**config.mk**
```make
export PLATFORM = sky130hd
export DESIGN_NAME = integer_to_radix_string_unit
export DESIGN_NICKNAME = d
export VERILOG_FILES = /design/src/sv/i2rs_pkg.sv /design/src/sv/i2rs_divider.sv /design/src/sv/i2rs_seq.sv /design/src/sv/integer_to_radix_string_unit.sv
export SDC_FILE = /design/constraint.sdc
export NUM_CORES = 1
export LEC_CHECK = 0
export ABC_AREA = 1
export BUFFER_PORTS_ARGS = -buffer_cell sky130_fd_sc_hd__buf_4
export CAP_MARGIN = 10
export CORE_AREA = 2 2 187 189
export DETAILED_ROUTE_END_ITERATION = 8
export DIE_AREA = 0 0 189 191
export GPL_TIMING_DRIVEN = 0
export PLACE_DENSITY = 0.68
export SYNTH_ARGS = -nofsm -noshare
export SYNTH_HDL_FRONTEND = slang
export SYNTH_SLANG_ARGS = --single-unit
export TNS_END_PERCENT = 50
```
**constraint.sdc**
```tcl
create_clock -name clk -period 3.3 [get_ports clk]
set_input_delay 0.33 -clock clk [delete_from_list [all_inputs] [get_ports clk]]
set_output_delay 0.33 -clock clk [all_outputs]
set_load 0.1 [all_outputs]
```
**src/sv/i2rs_pkg.sv**
```systemverilog
package i2rs_pkg;

  // Width of the signed value taken on the input channel.
  localparam int VALUE_BITS = 32;
  localparam int IN_TDATA_W = ((VALUE_BITS + 7) / 8) * 8;

  // One digit value; also the width of the radix register.
  localparam int DIG_W   = 6;
  localparam int RADIX_W = 6;
  localparam int CHAR_W  = 8;

  // Index into the digit store and a count that can also hold its depth.
  localparam int IDX_W = $clog2(VALUE_BITS);
  localparam int CNT_W = $clog2(VALUE_BITS + 1);

  localparam logic [RADIX_W-1:0] RADIX_MIN   = RADIX_W'(2);
  localparam logic [RADIX_W-1:0] RADIX_MAX   = RADIX_W'(36);
  localparam logic [RADIX_W-1:0] RADIX_RESET = RADIX_W'(10);
  localparam logic [DIG_W-1:0]   GLYPH_MAX   = DIG_W'(35);

  localparam logic [CHAR_W-1:0] CHAR_MINUS = 8'h2d;
  localparam logic [CHAR_W-1:0] CHAR_ZERO  = 8'h30;
  localparam logic [CHAR_W-1:0] CHAR_ALPHA = 8'h61;
  localparam logic [CHAR_W-1:0] CHAR_NONE  = 8'h00;

  // APB register map: one register per 32-bit word.
  localparam int CFG_AW = 3;
  localparam int CFG_DW = 32;
  localparam logic REG_RADIX = 1'b0;

  typedef enum logic [1:0] {
    ST_IDLE,
    ST_DIV,
    ST_EMIT
  } state_t;

  typedef struct packed {
    logic                  start;
    logic [VALUE_BITS-1:0] dividend;
    logic [RADIX_W-1:0]    divisor;
  } div_req_t;

  typedef struct packed {
    logic                  done;
    logic [VALUE_BITS-1:0] quotient;
    logic [DIG_W-1:0]      remainder;
  } div_rsp_t;

  function automatic logic radix_ok(input logic [RADIX_W-1:0] r);
    radix_ok = r inside {[RADIX_MIN:RADIX_MAX]};
  endfunction

  // Digit value to lower-case ASCII; out-of-range values clamp to 'z'.
  function automatic logic [CHAR_W-1:0] glyph(input logic [DIG_W-1:0] d);
    logic [DIG_W-1:0] c;
    c = (d > GLYPH_MAX) ? GLYPH_MAX : d;
    if (c < DIG_W'(10)) begin
      glyph = CHAR_ZERO + CHAR_W'(c);
    end else begin
      glyph = CHAR_ALPHA + CHAR_W'(c) - CHAR_W'(10);
    end
  endfunction

endpackage

```
**src/sv/i2rs_divider.sv**
```systemverilog
module i2rs_divider
  import i2rs_pkg::*;
(
  input  logic     clk,
  input  logic     rst_n,
  input  div_req_t req,
  output div_rsp_t rsp
);

  logic                  busy_r, busy_nxt;
  logic                  done_r, done_nxt;
  logic [IDX_W-1:0]      cnt_r, cnt_nxt;
  logic [VALUE_BITS-1:0] quo_r, quo_nxt;
  logic [DIG_W-1:0]      rem_r, rem_nxt;
  logic [RADIX_W-1:0]    dvs_r, dvs_nxt;

  logic [DIG_W:0] rem_sh;
  logic           fits;

  // Restoring division, one quotient bit per cycle. The dividend sits in the
  // quotient register and shifts out at the top as quotient bits enter below.
  always_comb begin
    rem_sh   = {rem_r, quo_r[VALUE_BITS-1]};
    fits     = rem_sh >= {1'b0, dvs_r};
    busy_nxt = busy_r;
    done_nxt = 1'b0;
    cnt_nxt  = cnt_r;
    quo_nxt  = quo_r;
    rem_nxt  = rem_r;
    dvs_nxt  = dvs_r;
    if (req.start) begin
      busy_nxt = 1'b1;
      cnt_nxt  = '0;
      quo_nxt  = req.dividend;
      rem_nxt  = '0;
      dvs_nxt  = req.divisor;
    end else if (busy_r) begin
      rem_nxt = fits ? DIG_W'(rem_sh - {1'b0, dvs_r}) : rem_sh[DIG_W-1:0];
      quo_nxt = {quo_r[VALUE_BITS-2:0], fits};
      cnt_nxt = cnt_r + IDX_W'(1);
      if (cnt_r == IDX_W'(VALUE_BITS - 1)) begin
        busy_nxt = 1'b0;
        done_nxt = 1'b1;
      end
    end
  end

  always_ff @(posedge clk) begin
    if (!rst_n) begin
      busy_r <= 1'b0;
      done_r <= 1'b0;
      cnt_r  <= '0;
    end else begin
      busy_r <= busy_nxt;
      done_r <= done_nxt;
      cnt_r  <= cnt_nxt;
    end
  end

  always_ff @(posedge clk) begin
    quo_r <= quo_nxt;
    rem_r <= rem_nxt;
    dvs_r <= dvs_nxt;
  end

  assign rsp.done      = done_r;
  assign rsp.quotient  = quo_r;
  assign rsp.remainder = rem_r;

endmodule

```
**src/sv/i2rs_seq.sv**
```systemverilog
module i2rs_seq
  import i2rs_pkg::*;
(
  input  logic                  clk,
  input  logic                  rst_n,
  input  logic [RADIX_W-1:0]    radix,
  input  logic                  in_valid,
  output logic                  in_ready,
  input  logic [VALUE_BITS-1:0] in_number,
  output logic                  out_valid,
  input  logic                  out_ready,
  output logic [CHAR_W-1:0]     out_char,
  output logic                  out_last,
  output logic                  out_bad,
  output div_req_t              div_req,
  input  div_rsp_t              div_rsp
);

  state_t            state_r, state_nxt;
  logic [CNT_W-1:0]  count_r, count_nxt;
  logic              neg_r, neg_nxt;
  logic              bad_r, bad_nxt;
  logic [RADIX_W-1:0] radix_r, radix_nxt;
  logic [DIG_W-1:0]  digit_store [VALUE_BITS];
  logic              store_we;

  logic              ov_r, ov_nxt;
  logic [CHAR_W-1:0] oc_r, oc_nxt;
  logic              ol_r, ol_nxt;
  logic              ob_r, ob_nxt;

  logic              accept;
  logic [CNT_W-1:0]  count_inc;
  logic [CNT_W-1:0]  count_dec;
  logic              load;

  assign in_ready  = (state_r == ST_IDLE);
  assign accept    = in_valid && in_ready;
  assign count_inc = count_r + CNT_W'(1);
  assign count_dec = count_r - CNT_W'(1);
  assign load      = !ov_r || out_ready;

  always_comb begin
    state_nxt        = state_r;
    count_nxt        = count_r;
    neg_nxt          = neg_r;
    bad_nxt          = bad_r;
    radix_nxt        = radix_r;
    store_we         = 1'b0;
    div_req.start    = 1'b0;
    div_req.dividend = div_rsp.quotient;
    div_req.divisor  = radix_r;
    ov_nxt           = ov_r && !out_ready;
    oc_nxt           = oc_r;
    ol_nxt           = ol_r;
    ob_nxt           = ob_r;
    case (state_r)
      ST_IDLE: begin
        if (accept) begin
          neg_nxt   = in_number[VALUE_BITS-1];
          radix_nxt = radix;
          count_nxt = '0;
          if (radix_ok(radix)) begin
            bad_nxt          = 1'b0;
            div_req.start    = 1'b1;
            div_req.divisor  = radix;
            div_req.dividend = in_number[VALUE_BITS-1] ? (~in_number + VALUE_BITS'(1))
                                                       : in_number;
            state_nxt        = ST_DIV;
          end else begin
            bad_nxt   = 1'b1;
            state_nxt = ST_EMIT;
          end
        end
      end
      ST_DIV: begin
        if (div_rsp.done) begin
          store_we  = 1'b1;
          count_nxt = count_inc;
          // Keep dividing until the quotient runs out or the store is full.
          if (div_rsp.quotient != '0 && count_inc < CNT_W'(VALUE_BITS)) begin
            div_req.start = 1'b1;
          end else begin
            state_nxt = ST_EMIT;
          end
        end
      end
      ST_EMIT: begin
        if (load) begin
          ov_nxt = 1'b1;
          if (bad_r) begin
            oc_nxt    = CHAR_NONE;
            ol_nxt    = 1'b1;
            ob_nxt    = 1'b1;
            bad_nxt   = 1'b0;
            state_nxt = ST_IDLE;
          end else if (neg_r) begin
            oc_nxt  = CHAR_MINUS;
            ol_nxt  = 1'b0;
            ob_nxt  = 1'b0;
            neg_nxt = 1'b0;
          end else begin
            oc_nxt    = glyph(digit_store[count_dec[IDX_W-1:0]]);
            ol_nxt    = (count_r == CNT_W'(1));
            ob_nxt    = 1'b0;
            count_nxt = count_dec;
            if (count_r == CNT_W'(1)) begin
              state_nxt = ST_IDLE;
            end
          end
        end
      end
      default: begin
        state_nxt = ST_IDLE;
      end
    endcase
  end

  always_ff @(posedge clk) begin
    if (!rst_n) begin
      state_r <= ST_IDLE;
      count_r <= '0;
      neg_r   <= 1'b0;
      bad_r   <= 1'b0;
      ov_r    <= 1'b0;
    end else begin
      state_r <= state_nxt;
      count_r <= count_nxt;
      neg_r   <= neg_nxt;
      bad_r   <= bad_nxt;
      ov_r    <= ov_nxt;
    end
  end

  always_ff @(posedge clk) begin
    radix_r <= radix_nxt;
    oc_r    <= oc_nxt;
    ol_r    <= ol_nxt;
    ob_r    <= ob_nxt;
    if (store_we) begin
      digit_store[count_r[IDX_W-1:0]] <= div_rsp.remainder;
    end
  end

  assign out_valid = ov_r;
  assign out_char  = oc_r;
  assign out_last  = ol_r;
  assign out_bad   = ob_r;

endmodule

```
**src/sv/integer_to_radix_string_unit.sv**
```systemverilog
// Signed integer to ASCII text in a programmable base.
// Input stream: one 32-bit two's complement value per transfer on in_tdata.
// Output stream: one character per transfer on out_tdata; out_tlast marks the
// final character of a value's text and out_tuser flags a bad radix. A
// negative value starts with '-', then the digits follow from most
// significant, written 0-9 then a-z.
// The base is the radix register at APB address 0 (reset value 10). A radix
// outside 2..36 gives a single transfer with character 0, tlast and tuser.
// Each digit costs one pass of the shared restoring divider, which produces
// 32 quotient bits; the remainder is then stored and the next pass started.
// The first character of a value follows once all its digits are found,
// then one character per cycle while the receiver is ready; the worst case is
// the most negative value in base 2, 32 digits plus the sign. A bad radix
// answers without a divider pass.
// in_tready stays low from acceptance until the last character is loaded
// into the output register; the next value may be taken while that last
// character still waits. When out_tready is low the output register holds
// its character and the sequencer waits.
// Reset is synchronous: the stream channels go idle and radix returns to 10.
module integer_to_radix_string_unit
  import i2rs_pkg::*;
(
  input  logic                  clk,
  input  logic                  rst_n,
  input  logic                  in_tvalid,
  output logic                  in_tready,
  input  logic [IN_TDATA_W-1:0] in_tdata,    // [31:0] number
  output logic                  out_tvalid,
  input  logic                  out_tready,
  output logic [CHAR_W-1:0]     out_tdata,   // [7:0] character
  output logic                  out_tlast,
  output logic                  out_tuser,   // [0] bad_radix
  input  logic                  cfg_psel,
  input  logic                  cfg_penable,
  input  logic                  cfg_pwrite,
  input  logic [CFG_AW-1:0]     cfg_paddr,
  input  logic [CFG_DW-1:0]     cfg_pwdata,
  output logic [CFG_DW-1:0]     cfg_prdata,
  output logic                  cfg_pready
);

  logic [RADIX_W-1:0] radix_r, radix_nxt;
  logic               cfg_wr;
  div_req_t           div_req;
  div_rsp_t           div_rsp;

  assign cfg_pready = 1'b1;
  assign cfg_wr     = cfg_psel && cfg_penable && cfg_pwrite && cfg_pready;

  always_comb begin
    radix_nxt = radix_r;
    if (cfg_wr && cfg_paddr[CFG_AW-1] == REG_RADIX) begin
      radix_nxt = cfg_pwdata[RADIX_W-1:0];
    end
  end

  always_comb begin
    cfg_prdata = '0;
    if (cfg_paddr[CFG_AW-1] == REG_RADIX) begin
      cfg_prdata = CFG_DW'(radix_r);
    end
  end

  always_ff @(posedge clk) begin
    if (!rst_n) begin
      radix_r <= RADIX_RESET;
    end else begin
      radix_r <= radix_nxt;
    end
  end

  i2rs_seq u_seq (
    .clk       (clk),
    .rst_n     (rst_n),
    .radix     (radix_r),
    .in_valid  (in_tvalid),
    .in_ready  (in_tready),
    .in_number (in_tdata[VALUE_BITS-1:0]),
    .out_valid (out_tvalid),
    .out_ready (out_tready),
    .out_char  (out_tdata),
    .out_last  (out_tlast),
    .out_bad   (out_tuser),
    .div_req   (div_req),
    .div_rsp   (div_rsp)
  );

  i2rs_divider u_div (
    .clk   (clk),
    .rst_n (rst_n),
    .req   (div_req),
    .rsp   (div_rsp)
  );

`ifndef ASSERT_OFF
  // A bad-radix answer is always a lone zero character.
  a_bad_form: assert property (@(posedge clk) disable iff (!rst_n)
    out_tvalid && out_tuser |-> out_tdata == CHAR_NONE && out_tlast)
    else $error("bad radix result is not a lone zero character");

  // A value with a good radix keeps the input closed while digits are found.
  a_busy_after_accept: assert property (@(posedge clk) disable iff (!rst_n)
    in_tvalid && in_tready && radix_r >= RADIX_MIN && radix_r <= RADIX_MAX
    |=> !in_tready)
    else $error("input accepted again while dividing");

  // A register write lands in the radix register on the next cycle.
  a_cfg_write: assert property (@(posedge clk) disable iff (!rst_n)
    cfg_wr && cfg_paddr[CFG_AW-1] == REG_RADIX
    |=> radix_r == $past(cfg_pwdata[RADIX_W-1:0]))
    else $error("radix register write lost");

  // The divider never reports a finished pass while the sequencer sits idle.
  a_div_idle_in_idle: assert property (@(posedge clk) disable iff (!rst_n)
    in_tready && !in_tvalid |=> !div_rsp.done || !$past(in_tready, 2))
    else $error("divider finished while the sequencer was idle");
`endif

endmodule

```
==> results.md, run 1 <==
- Start-to-end type of the worst setup path: reg -> reg
- Fillcell total: 3123
- Transition at the pin with the smallest max-transition slack: 1.20 ns
- Clock tree from TritonCTS: yes
- Number of sinks handled by clock tree synthesis: between 200 and 300
- YS warnings: 0
- Die extent in x: 189 um
- Final Slew Violations: 0
- Number of distinct library cells after synthesis: 46
- RD Place Congestion: 0.945
- CP startpoint kind: flop
- Maximum number of pins on one net before global-route repair: 37
- Area of placed instances: between 10000 and 15000 um2
- Vias in the first global route: 9352
- Number of nets with antenna violations after detailed routing: 0
- Fin Clk Skew: 0.0230 ns
- Share of post-route cells with drive strength above 1: between 10% and 20%
- Diode insertion count for antenna repair: 0
- Overall die area: 36100 um2
- Leading cell types in the layout, fill and taps excluded: sky130_fd_sc_hd__nand2_1, sky130_fd_sc_hd__edfxtp_1, sky130_fd_sc_hd__nor2_1
- Wirelength, routed: 35300 um
- Number of ports placed on the die boundary: around 120
- Total power divided by cell area: 940 nW/um2
- Required time of the critical path: 3.63 ns
- Mapped Area: approximately 13000 um2
- Max-slew headroom: between 20 and 25%
- Setup violators final: 0
- Final cycle utilization of the critical path: 96.9%
- Most frequent cell on the critical path: sky130_fd_sc_hd__nand2_2
- Number of instances in the synthesized netlist: 1297
- Crit-path max FO: 12
- Count of flip-flops with a built-in enable after synthesis: 246
- First-pass iteration count of the detailed router: 5
- Leading cell type in the layout, fill and taps excluded: sky130_fd_sc_hd__nand2_1
- Share of synthesized flip-flops with an asynchronous set or reset: 0%
- PortBufs: 62
- Clock period minus worst slack: 3.20 ns
- List of cells traversed by the critical path: buf_6 -> inv_4 -> buf_12 -> buf_12 -> ha_4 -> buf_4 -> clkbuf_16 -> nor2_1 -> o21ai_0 -> nand3_1 -> nand3_2 -> nand3_2 -> nand2_2 -> inv_2 -> nand2_2 -> nand2_2 -> inv_1 -> ha_2 -> xor2_1 -> nand2_1 -> nand3_1 -> nand2_1 -> inv_1
- Library cell used as clock root buffer: sky130_fd_sc_hd__clkbuf_16
- Register clock-pin slew on the reported worst setup and hold paths: 0.06 ns
- Initial antenna violation count: 0
- Seq cells post-synth: 276
- Primary FF master, synth: sky130_fd_sc_hd__edfxtp_1
- Standby leakage power: approximately 6.2 nW
- Final routed DRC violation total: 0
- Final standard cell area without fillers: between 15000 and 20000 um2
- Number of H-tree levels: 1
- Core Rows: between 60 and 70
- Capturing element type of the critical path: flop
- Post-route insts no fill: a little under 2000
- RSZ-0062 raised after global routing: yes
- Status: finished clean
- Initial cell density of the core: roughly two fifths
- Final Hold Vio Count: 0
- MaxCap Viol Count: 0
- Stage delay of the slowest cell on the critical path: 0.35 ns
- Avg WL per Cell: around 18 um
- Clock latency at the later pin of the worst-skew pair: 0.57 ns
- GRT Total Usage: 19.2%
- First-pass GRT wire length: 53100 um
- Post-DP HPWL: 23500 um
- Largest vdd supply drop: between 500 and 600 uV
- Via count: 10100
- TritonCTS buffer count: 30
- Die Span Y: 191 um
- Sequential area share after synthesis: around three fifths
- Post-Syn Area per Cell: 10.1 um2
- Arrival time worst endpoint: around 3.5 ns
- Number of DRC markers after the initial detailed-route iteration: 1056
- Maximum root-to-sink buffer count: 3
- Total congestion overflow: 0
- Post-detailed-route via-to-cell ratio: between 5 and 6
- Placeable core area: around 34000 um2
- Syn-to-layout area delta: 21.7%
- Standard cell with the maximum stage delay on the critical path: sky130_fd_sc_hd__dfxtp_2
- Fmax achieved: 0.313 GHz
- Count of placed standard cells including taps: 1841
- Worst hold path type: in -> reg
- Final layout net count: roughly 1500
==> Yosys cell counts, types with 2 or more instances <==
cell / number / area share, %
sky130_fd_sc_hd__nand2_4: 2 / 0.17
sky130_fd_sc_hd__buf_6: 13 / 1.1
sky130_fd_sc_hd__a22oi_1: 6 / 0.34
sky130_fd_sc_hd__dfxtp_1: 30 / 4.6
sky130_fd_sc_hd__a21oi_1: 62 / 2.4
sky130_fd_sc_hd__conb_1: 2 / 0.057
sky130_fd_sc_hd__o31ai_1: 3 / 0.17
sky130_fd_sc_hd__nor3_1: 12 / 0.46
sky130_fd_sc_hd__o221ai_1: 6 / 0.40
sky130_fd_sc_hd__buf_4: 36 / 2.1
sky130_fd_sc_hd__nor4_1: 7 / 0.33
sky130_fd_sc_hd__o21ai_0: 84 / 3.2
sky130_fd_sc_hd__xnor2_1: 9 / 0.60
sky130_fd_sc_hd__o211ai_1: 9 / 0.52
sky130_fd_sc_hd__ha_1: 19 / 1.8
sky130_fd_sc_hd__nand4_1: 8 / 0.38
sky130_fd_sc_hd__a31oi_1: 2 / 0.096
sky130_fd_sc_hd__nand2_1: 266 / 7.6
sky130_fd_sc_hd__buf_2: 17 / 0.65
sky130_fd_sc_hd__nor3_2: 2 / 0.15
sky130_fd_sc_hd__edfxtp_1: 246 / 56
sky130_fd_sc_hd__clkinv_1: 2 / 0.057
sky130_fd_sc_hd__inv_1: 83 / 2.4
sky130_fd_sc_hd__inv_2: 9 / 0.26
sky130_fd_sc_hd__nand2_2: 9 / 0.43
sky130_fd_sc_hd__o22ai_1: 10 / 0.48
sky130_fd_sc_hd__xor2_1: 20 / 1.3
sky130_fd_sc_hd__nor2_1: 150 / 4.3
sky130_fd_sc_hd__o21ai_1: 20 / 0.77
sky130_fd_sc_hd__and3_1: 2 / 0.096
sky130_fd_sc_hd__a32o_1: 2 / 0.15
sky130_fd_sc_hd__a211oi_1: 2 / 0.11
sky130_fd_sc_hd__nand3_1: 120 / 4.6
sky130_fd_sc_hd__clkbuf_1: 15 / 0.43
==> worst paths after layout <==
check / end / from / cells after the start / slack [ns]
setup / recovery: u_seq.out_char[2] / u_seq.count_r[0] / 23 / 0.10
hold / removal: u_seq.out_valid / out_tready / 4 / 0.04
setup reg to reg: u_seq.out_char[2] / u_seq.count_r[0] / 23 / 0.10
hold reg to reg: u_seq.radix_r[0] / radix_r[0] / 0 / 0.45
==> registers in the layout (all words and copies together) (netlist names) <==
| name | cells |
|---|---|
| u_seq.bad_r | 1 |
| u_seq.out_char | 8 |
| u_div.busy_r | 1 |
| u_div.cnt_r | 5 |
| u_seq.out_bad | 1 |
| u_seq.out_last | 1 |
| u_seq.radix_r | 6 |
| u_seq.neg_r | 1 |
| u_div.quo_r | 32 |
| u_seq.state_r | 2 |
| u_seq.digit_store | 192 |
| u_seq.count_r | 6 |
| u_div.rem_r | 6 |
| u_seq.out_valid | 1 |
| u_div.done_r | 1 |
| radix_r | 6 |
| u_div.dvs_r | 6 |
==> where the power goes <==
group	internal [mW]	total (mW)	leakage, nW	switching, mW
registers	4.57	4.91	2.53	0.336
logic	2.33	6.66	3.20	4.33
clock network	2.04	3.39	0.498	1.34
==> through the flow <==
step / TNS (ns) / util [%] / hold WS, ns / setup slack, ns / power (mW)
after floorplan: 0 / - / 0.408 / 0.0918 / 8.69
after global placement: -4.01 / 41.6 / 0.425 / -0.993 / 10.3
after detailed placement: -4.29 / 41.7 / 0.429 / -1.06 / 10.4
after CTS: 0 / 45.2 / 0.0182 / 0.00286 / 14.0
after global routing: -0.142 / 46.7 / 0.0573 / -0.0727 / 15.8
final: 0 / 46.7 / 0.0378 / 0.102 / 15.0
==> kinds of logic (layout without fill, tap and decap cells) <==
family                   Yosys count  count (layout)  synth area share [%]
AND/OR/NAND/NOR                  581             581                  18.8
flip-flops                       276             276                  61.1
AO/OA/AOI/OAI                    211             211                  9.02
buffers and inverters            178             323                  7.16
XOR/XNOR                          29              29                  1.94
adder cells (fa/ha/maj)           20              20                  1.97
other                              2              28                0.0574
==> cell type report <==
class                      count  area [um2]  share of cell area [%]
buffer                        82         726                    4.56
clock buffer                  35         800                    5.02
clock inverter                21         220                    1.38
inverter                      95         374                    2.35
multi-input combinational    869        4410                    27.7
sequential                   276        7990                    50.2
tap                          455         569                    3.58
timing repair buffer          90         826                    5.19
==> critical path: cells and delay by family (launching register included) <==
kind / cells / cell delay (ns)
compound gates: 1 / 0.10
fa+ha+maj: 2 / 0.46
flops: 1 / 0.35
xor+xnor: 1 / 0.16
simple gates: 10 / 0.97
buf+inv: 9 / 0.91
==> metal layers <==
metal  track usage, %  share of wire, %  wire, um
met1             25.2                41     14400
met2             32.3                47     16700
met3             3.14               8.2      2880
met4             6.28               3.7      1310
met5                0                 0         0
==> what timing repair did <==
action	4_1_cts	5_1_grt
setup buffers	1	18
hold buffers	2	0
gates resized for setup	45	51
cloned	0	3
pin swaps	1	23
endpoints found under the hold margin	2	0
endpoints found under the setup margin	6	12
Note: power is estimated with default switching activity, not from simulation.
==> run 2: changes to the inputs <==
CORE_AREA = 2 2 192 194   (was 2 2 187 189)
DIE_AREA = 0 0 194 196   (was 0 0 189 191)
SYNTH_HIERARCHICAL = 1   (was not set)
==> run 2 against run 1 <==
Against the previous run:
- non-clock buffer count down 9
- setup slack worse by 0.054 ns
- count of clock-buffer cells in the layout up 4
- die area up 5.3%
- design area up 2.5%
- sequential power down 1%
==> results.md, run 2 <==
- Launching instance or port of the critical path: u_seq/count_r[0]
- Leading cell type in the layout, fill and taps excluded: sky130_fd_sc_hd__nand2_1
- Reg-to-reg critical path startpoint: u_seq/count_r[0]
- Combinational family with the most area after synthesis: simple AND/OR/NAND/NOR gates
- MaxCap Viol Count: 0
- Number of distinct library cells after synthesis: 53
- Syn-to-layout area delta: 17.8%
- Number of H-tree levels: 1
- Count of flip-flops with a built-in enable after synthesis: 246
- TritonCTS buffer count: 28
- CP startpoint kind: flop
- Start-to-end type of the worst setup path: reg -> reg
- GRT Total Usage: between 15 and 20%
- Setup violators final: 0
- R2r worst-path depth: 22
- Leading cell types in the layout, fill and taps excluded: sky130_fd_sc_hd__nand2_1, sky130_fd_sc_hd__edfxtp_1, sky130_fd_sc_hd__nor2_1
- Status: finished clean
- GR met2 Demand/Resource: 33.7%
- Die extent in x: roughly 190 um
- Number of instances in the synthesized netlist: 1469
- Transition at the pin with the smallest max-transition slack: between 0.9 and 1 ns
- RSZ-0062 raised after global routing: yes
- Final layout net count: roughly 1700
- Core Rows: 70
- Crit-path max FO: 11
- Total design power: 14.1 mW
- Adder-cell area share of the yosys netlist: 1.86%
- Standby leakage power: about 6.7 nW
- Number of nets with antenna violations after detailed routing: 0
- Endpoint of the most critical setup path: u_seq/out_char[2]
- Final standard cell area without fillers: approximately 16000 um2
- Clock tree from TritonCTS: yes
- Overall die area: 38000 um2
- Final Hold Vio Count: 0
- Diode insertion count for antenna repair: 0
- Initial antenna violation count: 0
- Avg WL per Cell: 17.9 um
- Cell type with the largest total area after synthesis: sky130_fd_sc_hd__edfxtp_1
- Fmax achieved: 0.308 GHz
- Clock latency at the later pin of the worst-skew pair: 0.54 ns
- Synth Area in Simple Gates: a little under a quarter
- Fraction of synthesized cell area in xor and xnor cells: 1.90%
- Area contributors post-synth: sky130_fd_sc_hd__edfxtp_1, sky130_fd_sc_hd__nand2_1, sky130_fd_sc_hd__nand3_1, sky130_fd_sc_hd__dfxtp_1, sky130_fd_sc_hd__nor2_1
- Post-Syn Area per Cell: 9.42 um2
- Seq cells post-synth: 276
- Mapped Area: 13800 um2
- PortBufs: 62
- Largest vdd supply drop: between 400 and 500 uV
- Share of synthesized flip-flops with an asynchronous set or reset: 0%
- Total congestion overflow: 0
- Final hold slack: 0.0607 ns
- End of the worst register-to-register path: u_seq/out_char[2]
- First-pass iteration count of the detailed router: 6
- Area of placed instances: between 15000 and 20000 um2
- Library cell used as clock root buffer: sky130_fd_sc_hd__clkbuf_16
- Most frequent cell after synthesis: sky130_fd_sc_hd__nand2_1
- Arrival time worst endpoint: 3.55 ns
- Initial cell density of the core: 38.4%
- Register clock-pin slew on the reported worst setup and hold paths: 0.06 ns
- Sequential area share after synthesis: ~58%
- Global-route met1 utilization: 24.4%
- Required time of the critical path: 3.60 ns
- Compound-cell area share of the yosys netlist: 7.19%
- Post-detailed-route via-to-cell ratio: 5.24
- Capturing element type of the critical path: flop
- Top cell type's share of synthesized area: around 53%
- Clock period minus worst slack: 3.25 ns
- Final Slew Violations: 0
- Mux share of post-synthesis cell area: 0%
- Share of post-route cells with drive strength above 1: 15.8%
- Maximum number of pins on one net before global-route repair: 36
- Wirelength, routed: 37600 um
- Max-slew headroom: 36.9%
- Number of sinks handled by clock tree synthesis: 276
- Number of DRC markers after the initial detailed-route iteration: 1052
- Vias in the first global route: 10400
- Worst hold path type: in -> reg
- Maximum root-to-sink buffer count: 3
- Total power divided by cell area: 865 nW/um2
- Met3 Use GR: roughly 3.0%
- Most utilized layer in the global route result: met2
- Largest register FFs: 192
- RD Place Congestion: around 0.91
- Primary FF master, synth: sky130_fd_sc_hd__edfxtp_1
- First-pass GRT wire length: 57500 um
- YS warnings: 6
- Flop2flop setup slack: 0.05 ns
- Placeable core area: 36100 um2
- Die Span Y: 196 um
- Via count: about 11000
- Number of ports placed on the die boundary: 119
- Leading cell types by count after synthesis: sky130_fd_sc_hd__nand2_1, sky130_fd_sc_hd__edfxtp_1, sky130_fd_sc_hd__nor2_1, sky130_fd_sc_hd__nand3_1, sky130_fd_sc_hd__inv_1
- Post-DP HPWL: between 20000 and 30000 um
- Final routed DRC violation total: 0
- Final cycle utilization of the critical path: 98.5%
- Fin Clk Skew: 0.00715 ns
run 2: where the power goes:
| group | switching (mW) | internal (mW) |
|---|---|---|
| combinational | 4.24 | 2.02 |
| clock | 1.30 | 1.71 |
| sequential | 0.343 | 4.50 |
run 2: how the worst min path moves through the flow:
stage	from	slack (ns)	endpoint	cells past startpoint
final	rst_n	0.06	radix_r[3]	2
after floorplan	rst_n	0.41	radix_r[1]	1
after detailed placement	u_div/cnt_r[4]	0.46	u_div/cnt_r[4]	2
after CTS	rst_n	0.04	radix_r[3]	2
after global placement	u_div/cnt_r[4]	0.45	u_div/cnt_r[4]	2
after global routing	rst_n	0.05	radix_r[3]	2
run 2: cells by family (layout without fill, tap and decap cells):
family / after synthesis / after routing
simple gates: 753 / 753
flops: 276 / 276
buf+inv: 210 / 341
compound gates: 177 / 177
xor+xnor: 30 / 30
fa+ha+maj: 20 / 20
other cells: 3 / 28
run 2: through the flow:
step	worst slack (ns)	setup TNS, ns	utilization (%)	instances
floorplan	0.0165	0	-	1494
global placement	-0.966	-24.41	41.5	2024
detailed placement	-1.06	-29.04	41.6	2025
CTS	0.00430	0	44.5	2083
global route	-0.0771	-0.107	45.2	2093
finish	0.0487	0	45.2	2093
run 2: cell type report:
| cell class | instances | area (um2) |
|---|---|---|
| clock buffers | 39 | 813 |
| plain buffers | 83 | 688 |
| repair inverters | 1 | 7.51 |
| fillers | 3342 | 19800 |
| flip-flops and latches | 276 | 7990 |
| inverters | 125 | 498 |
| repair buffers | 80 | 693 |
| clock inverters | 13 | 60.1 |
| well taps | 468 | 586 |
| multi-input cells | 1008 | 4980 |
run 2: metal layers:
| metal | vias to the layer above | wire length, um |
|---|---|---|
| li1 | 5172 | - |
| met1 | 5146 | 14600 |
| met2 | 551 | 18200 |
| met3 | 92 | 3420 |
| met4 | 0 | 1270 |
| met5 | - | 0 |
run 2: timing repair:
item                                   in CTS  in global routing
endpoints found under the hold margin       2                  0
cloned                                      1                  0
pin swaps                                   2                  5
hold buffers                                2                  0
buffers inserted                            4                  7
setup endpoints to repair                  68                 74
gates resized for setup                    39                 24
run 2: worst max-delay path: stages, from the launching register on:
cell,delay (ns)
sky130_fd_sc_hd__dfxtp_2,0.37
sky130_fd_sc_hd__buf_8,0.14
sky130_fd_sc_hd__clkinv_8,0.07
sky130_fd_sc_hd__buf_12,0.15
sky130_fd_sc_hd__ha_4,0.32
sky130_fd_sc_hd__buf_12,0.16
sky130_fd_sc_hd__buf_12,0.15
sky130_fd_sc_hd__nand3_1,0.08
sky130_fd_sc_hd__nand3_1,0.15
sky130_fd_sc_hd__nand3_1,0.14
sky130_fd_sc_hd__nand2_1,0.11
sky130_fd_sc_hd__nand2_1,0.05
sky130_fd_sc_hd__nand2_1,0.13
sky130_fd_sc_hd__nand3_1,0.11
sky130_fd_sc_hd__nand2_2,0.10
sky130_fd_sc_hd__inv_2,0.04
sky130_fd_sc_hd__a21oi_2,0.12
sky130_fd_sc_hd__ha_2,0.21
sky130_fd_sc_hd__nor2_1,0.05
sky130_fd_sc_hd__o21ai_1,0.12
sky130_fd_sc_hd__nand3_1,0.09
sky130_fd_sc_hd__nand2_1,0.07
sky130_fd_sc_hd__inv_1,0.04
==> run 3: changes to the inputs <==
CORE_AREA = 5 5 195 197   (was 2 2 192 194)
DIE_AREA = 0 0 200 202   (was 0 0 194 196)
==> run 3 against run 2 <==
Against the previous run:
- non-clock buffer count fell by 1
- combinational power rose by 0.8%
- sequential power barely moved
- worst hold slack improved by 0.0011 ns
- via count fell by 0.68%
- first-iteration DRC count fell by 5.5%
- setup slack improved by 0.054 ns
- global-route usage fell by 1.1 points
- sequential share of layout area fell by 0.13 points
- fmax rose by 1.7%
- power rose by 2.2%
- critical path type unchanged
- largest power group unchanged
- highest routed layer unchanged
==> results.md, run 3 (synthesis results as in run 2) <==
- Final layout net count: 1696
- Register clock-pin slew on the reported worst setup and hold paths: about 0.06 ns
- Clock latency at the later pin of the worst-skew pair: 0.55 ns
- Wirelength, routed: 37700 um
- Arrival time worst endpoint: 3.50 ns
- Stage delay of the slowest cell on the critical path: 0.37 ns
- Clock tree from TritonCTS: yes
- TritonCTS buffer count: 28
- MaxCap Viol Count: 0
- Fmax achieved: roughly 0.31 GHz
- Final Slew Violations: 0
- Final routed DRC violation total: 0
- Final Hold Vio Count: 0
- Required time of the critical path: 3.60 ns
- Transition at the pin with the smallest max-transition slack: 0.914 ns
- Core Rows: 70
- RSZ-0062 raised after global routing: yes
- Max-slew headroom: 39.0%
- Fin Clk Skew: 0.00868 ns
- Leading cell type in the layout, fill and taps excluded: sky130_fd_sc_hd__nand2_1
- Die Span Y: 202 um
- Fillcell total: 3402
- Aggregate negative setup slack: 0 ns
- Util after Layout: 45.4%
- Library cell used as clock root buffer: sky130_fd_sc_hd__clkbuf_16
- List of cells traversed by the critical path: buf_12 -> inv_12 -> buf_12 -> ha_4 -> buf_12 -> buf_12 -> nand3_1 -> nand3_1 -> nand3_1 -> nand2_2 -> nand2_1 -> nand2_2 -> nand3_1 -> nand2_2 -> inv_2 -> a21oi_4 -> ha_4 -> nor2_1 -> o21ai_1 -> nand3_1 -> nand2_1 -> inv_1
- Status: finished clean
- Share of post-route cells with drive strength above 1: 15.7%
- Standby leakage power: around 6.7 nW
- Crit-path max FO: 19
- Vias in the first global route: roughly 11000
- Number of sinks handled by clock tree synthesis: 276
- Initial cell density of the core: between 30% and 40%
- Avg WL per Cell: 18.1 um
- Syn-to-layout area delta: 18.2%
- Standard cell with the maximum stage delay on the critical path: sky130_fd_sc_hd__dfxtp_4
- Overall die area: 40400 um2
- Area used by multi-input combinational logic: 4980 um2
- Largest vdd supply drop: 553 uV
- Largest register FFs: 192
- Capturing element type of the critical path: flop
- Number of ports placed on the die boundary: roughly 120
- Initial antenna violation count: 0
- Final cycle utilization of the critical path: between 90% and 100%
- GRT Total Usage: 18.2%
- RD Place Congestion: 0.917
- Post-DP HPWL: 25700 um
- Leading cell types in the layout, fill and taps excluded: sky130_fd_sc_hd__nand2_1, sky130_fd_sc_hd__edfxtp_1, sky130_fd_sc_hd__nor2_1
- Via count: 10900
- Setup violators final: 0
- Number of H-tree levels: 1
- Total design power: 14.4 mW
- PortBufs: 62
- First-pass GRT wire length: 58300 um
- Post-route insts no fill: 2088
- Placeable core area: 36100 um2
- Most frequent cell on the critical path: sky130_fd_sc_hd__nand3_1
- Count of placed standard cells including taps: roughly 2000
- Total power divided by cell area: 881 nW/um2
- Seq. cell area: 7990 um2
- Post-Place Worst Slack: -1.02 ns
- Maximum root-to-sink buffer count: 3
- Diode insertion count for antenna repair: 0
- Post-detailed-route via-to-cell ratio: 5.21
- Clock period minus worst slack: 3.20 ns
- Number of DRC markers after the initial detailed-route iteration: 994
- Least setup slack across all paths after layout: 0.103 ns
- Total congestion overflow: 0
- Die extent in x: 200 um
- Number of nets with antenna violations after detailed routing: 0
- Start-to-end type of the worst setup path: reg -> reg
- Worst hold path type: in -> reg
- Maximum number of pins on one net before global-route repair: 36
- CP startpoint kind: flop
- First-pass iteration count of the detailed router: 8
[run 3: power by group]
| group | switching, mW | internal [mW] | total (mW) | leakage (nW) |
|---|---|---|---|---|
| clock | 1.31 | 1.98 | 3.29 | 0.453 |
| sequential | 0.330 | 4.50 | 4.83 | 2.53 |
| combinational | 4.29 | 2.02 | 6.31 | 3.72 |
| total | 5.93 | 8.50 | 14.4 | 6.71 |
[run 3: worst max-delay path: cells and delay by family (launching register included)]
| kind | cells | cell delay [ns] |
|---|---|---|
| AND/OR/NAND/NOR | 11 | 1.07 |
| AO/OA/AOI/OAI | 2 | 0.25 |
| flip-flops | 1 | 0.37 |
| adder cells (fa/ha/maj) | 2 | 0.48 |
| buffers and inverters | 7 | 0.75 |
[run 3: worst paths after layout]
kind,start,endpoint,slack [ns],cells after the start
worst max-delay path,u_seq/count_r[0],u_seq/out_char[2],0.10,22
worst min-delay path,out_tready,u_seq/out_valid,0.06,4
worst max register to register,u_seq/count_r[0],u_seq/out_char[2],0.10,22
worst min register to register,u_div/cnt_r[4],u_div/cnt_r[4],0.47,2
[run 3: through the flow]
step / cell area, um2 / hold WS [ns]
2_1_floorplan: 13900 / 0.415
5_1_grt: 16400 / 0.0624
3_5_place_dp: 15000 / 0.461
4_1_cts: 16100 / 0.0401
6_report: 16400 / 0.0619
3_3_place_gp: 15000 / 0.455
[run 3: routing by layer]
| layer | part of all wire (%) | vias to the layer above | GRT usage [%] |
|---|---|---|---|
| li1 | - | 5157 | - |
| met2 | 48 | 486 | 30.8 |
| met5 | 0 | - | 0 |
| met1 | 40 | 5140 | 23.9 |
| met4 | 3.7 | 0 | 6.14 |
| met3 | 8.3 | 103 | 2.67 |
[run 3: final cells by class]
| cell class | count | area share (%) |
|---|---|---|
| multi-input cells | 1008 | 30.4 |
| repair buffers | 79 | 4.14 |
| repair inverters | 1 | 0.0459 |
| clock buffers | 35 | 4.57 |
| well taps | 468 | 3.58 |
| plain buffers | 83 | 4.20 |
| flip-flops and latches | 276 | 48.8 |
| clock inverters | 13 | 1.15 |
| inverters | 125 | 3.07 |
[run 3: timing repair]
action                                 in CTS  in global routing
pin swaps                                   1                  6
hold buffers                                2                  0
gates resized for setup                    35                 29
cloned                                      1                  0
endpoints found under the hold margin       2                  0
setup buffers                               3                  8
setup endpoints to repair                  69                 66
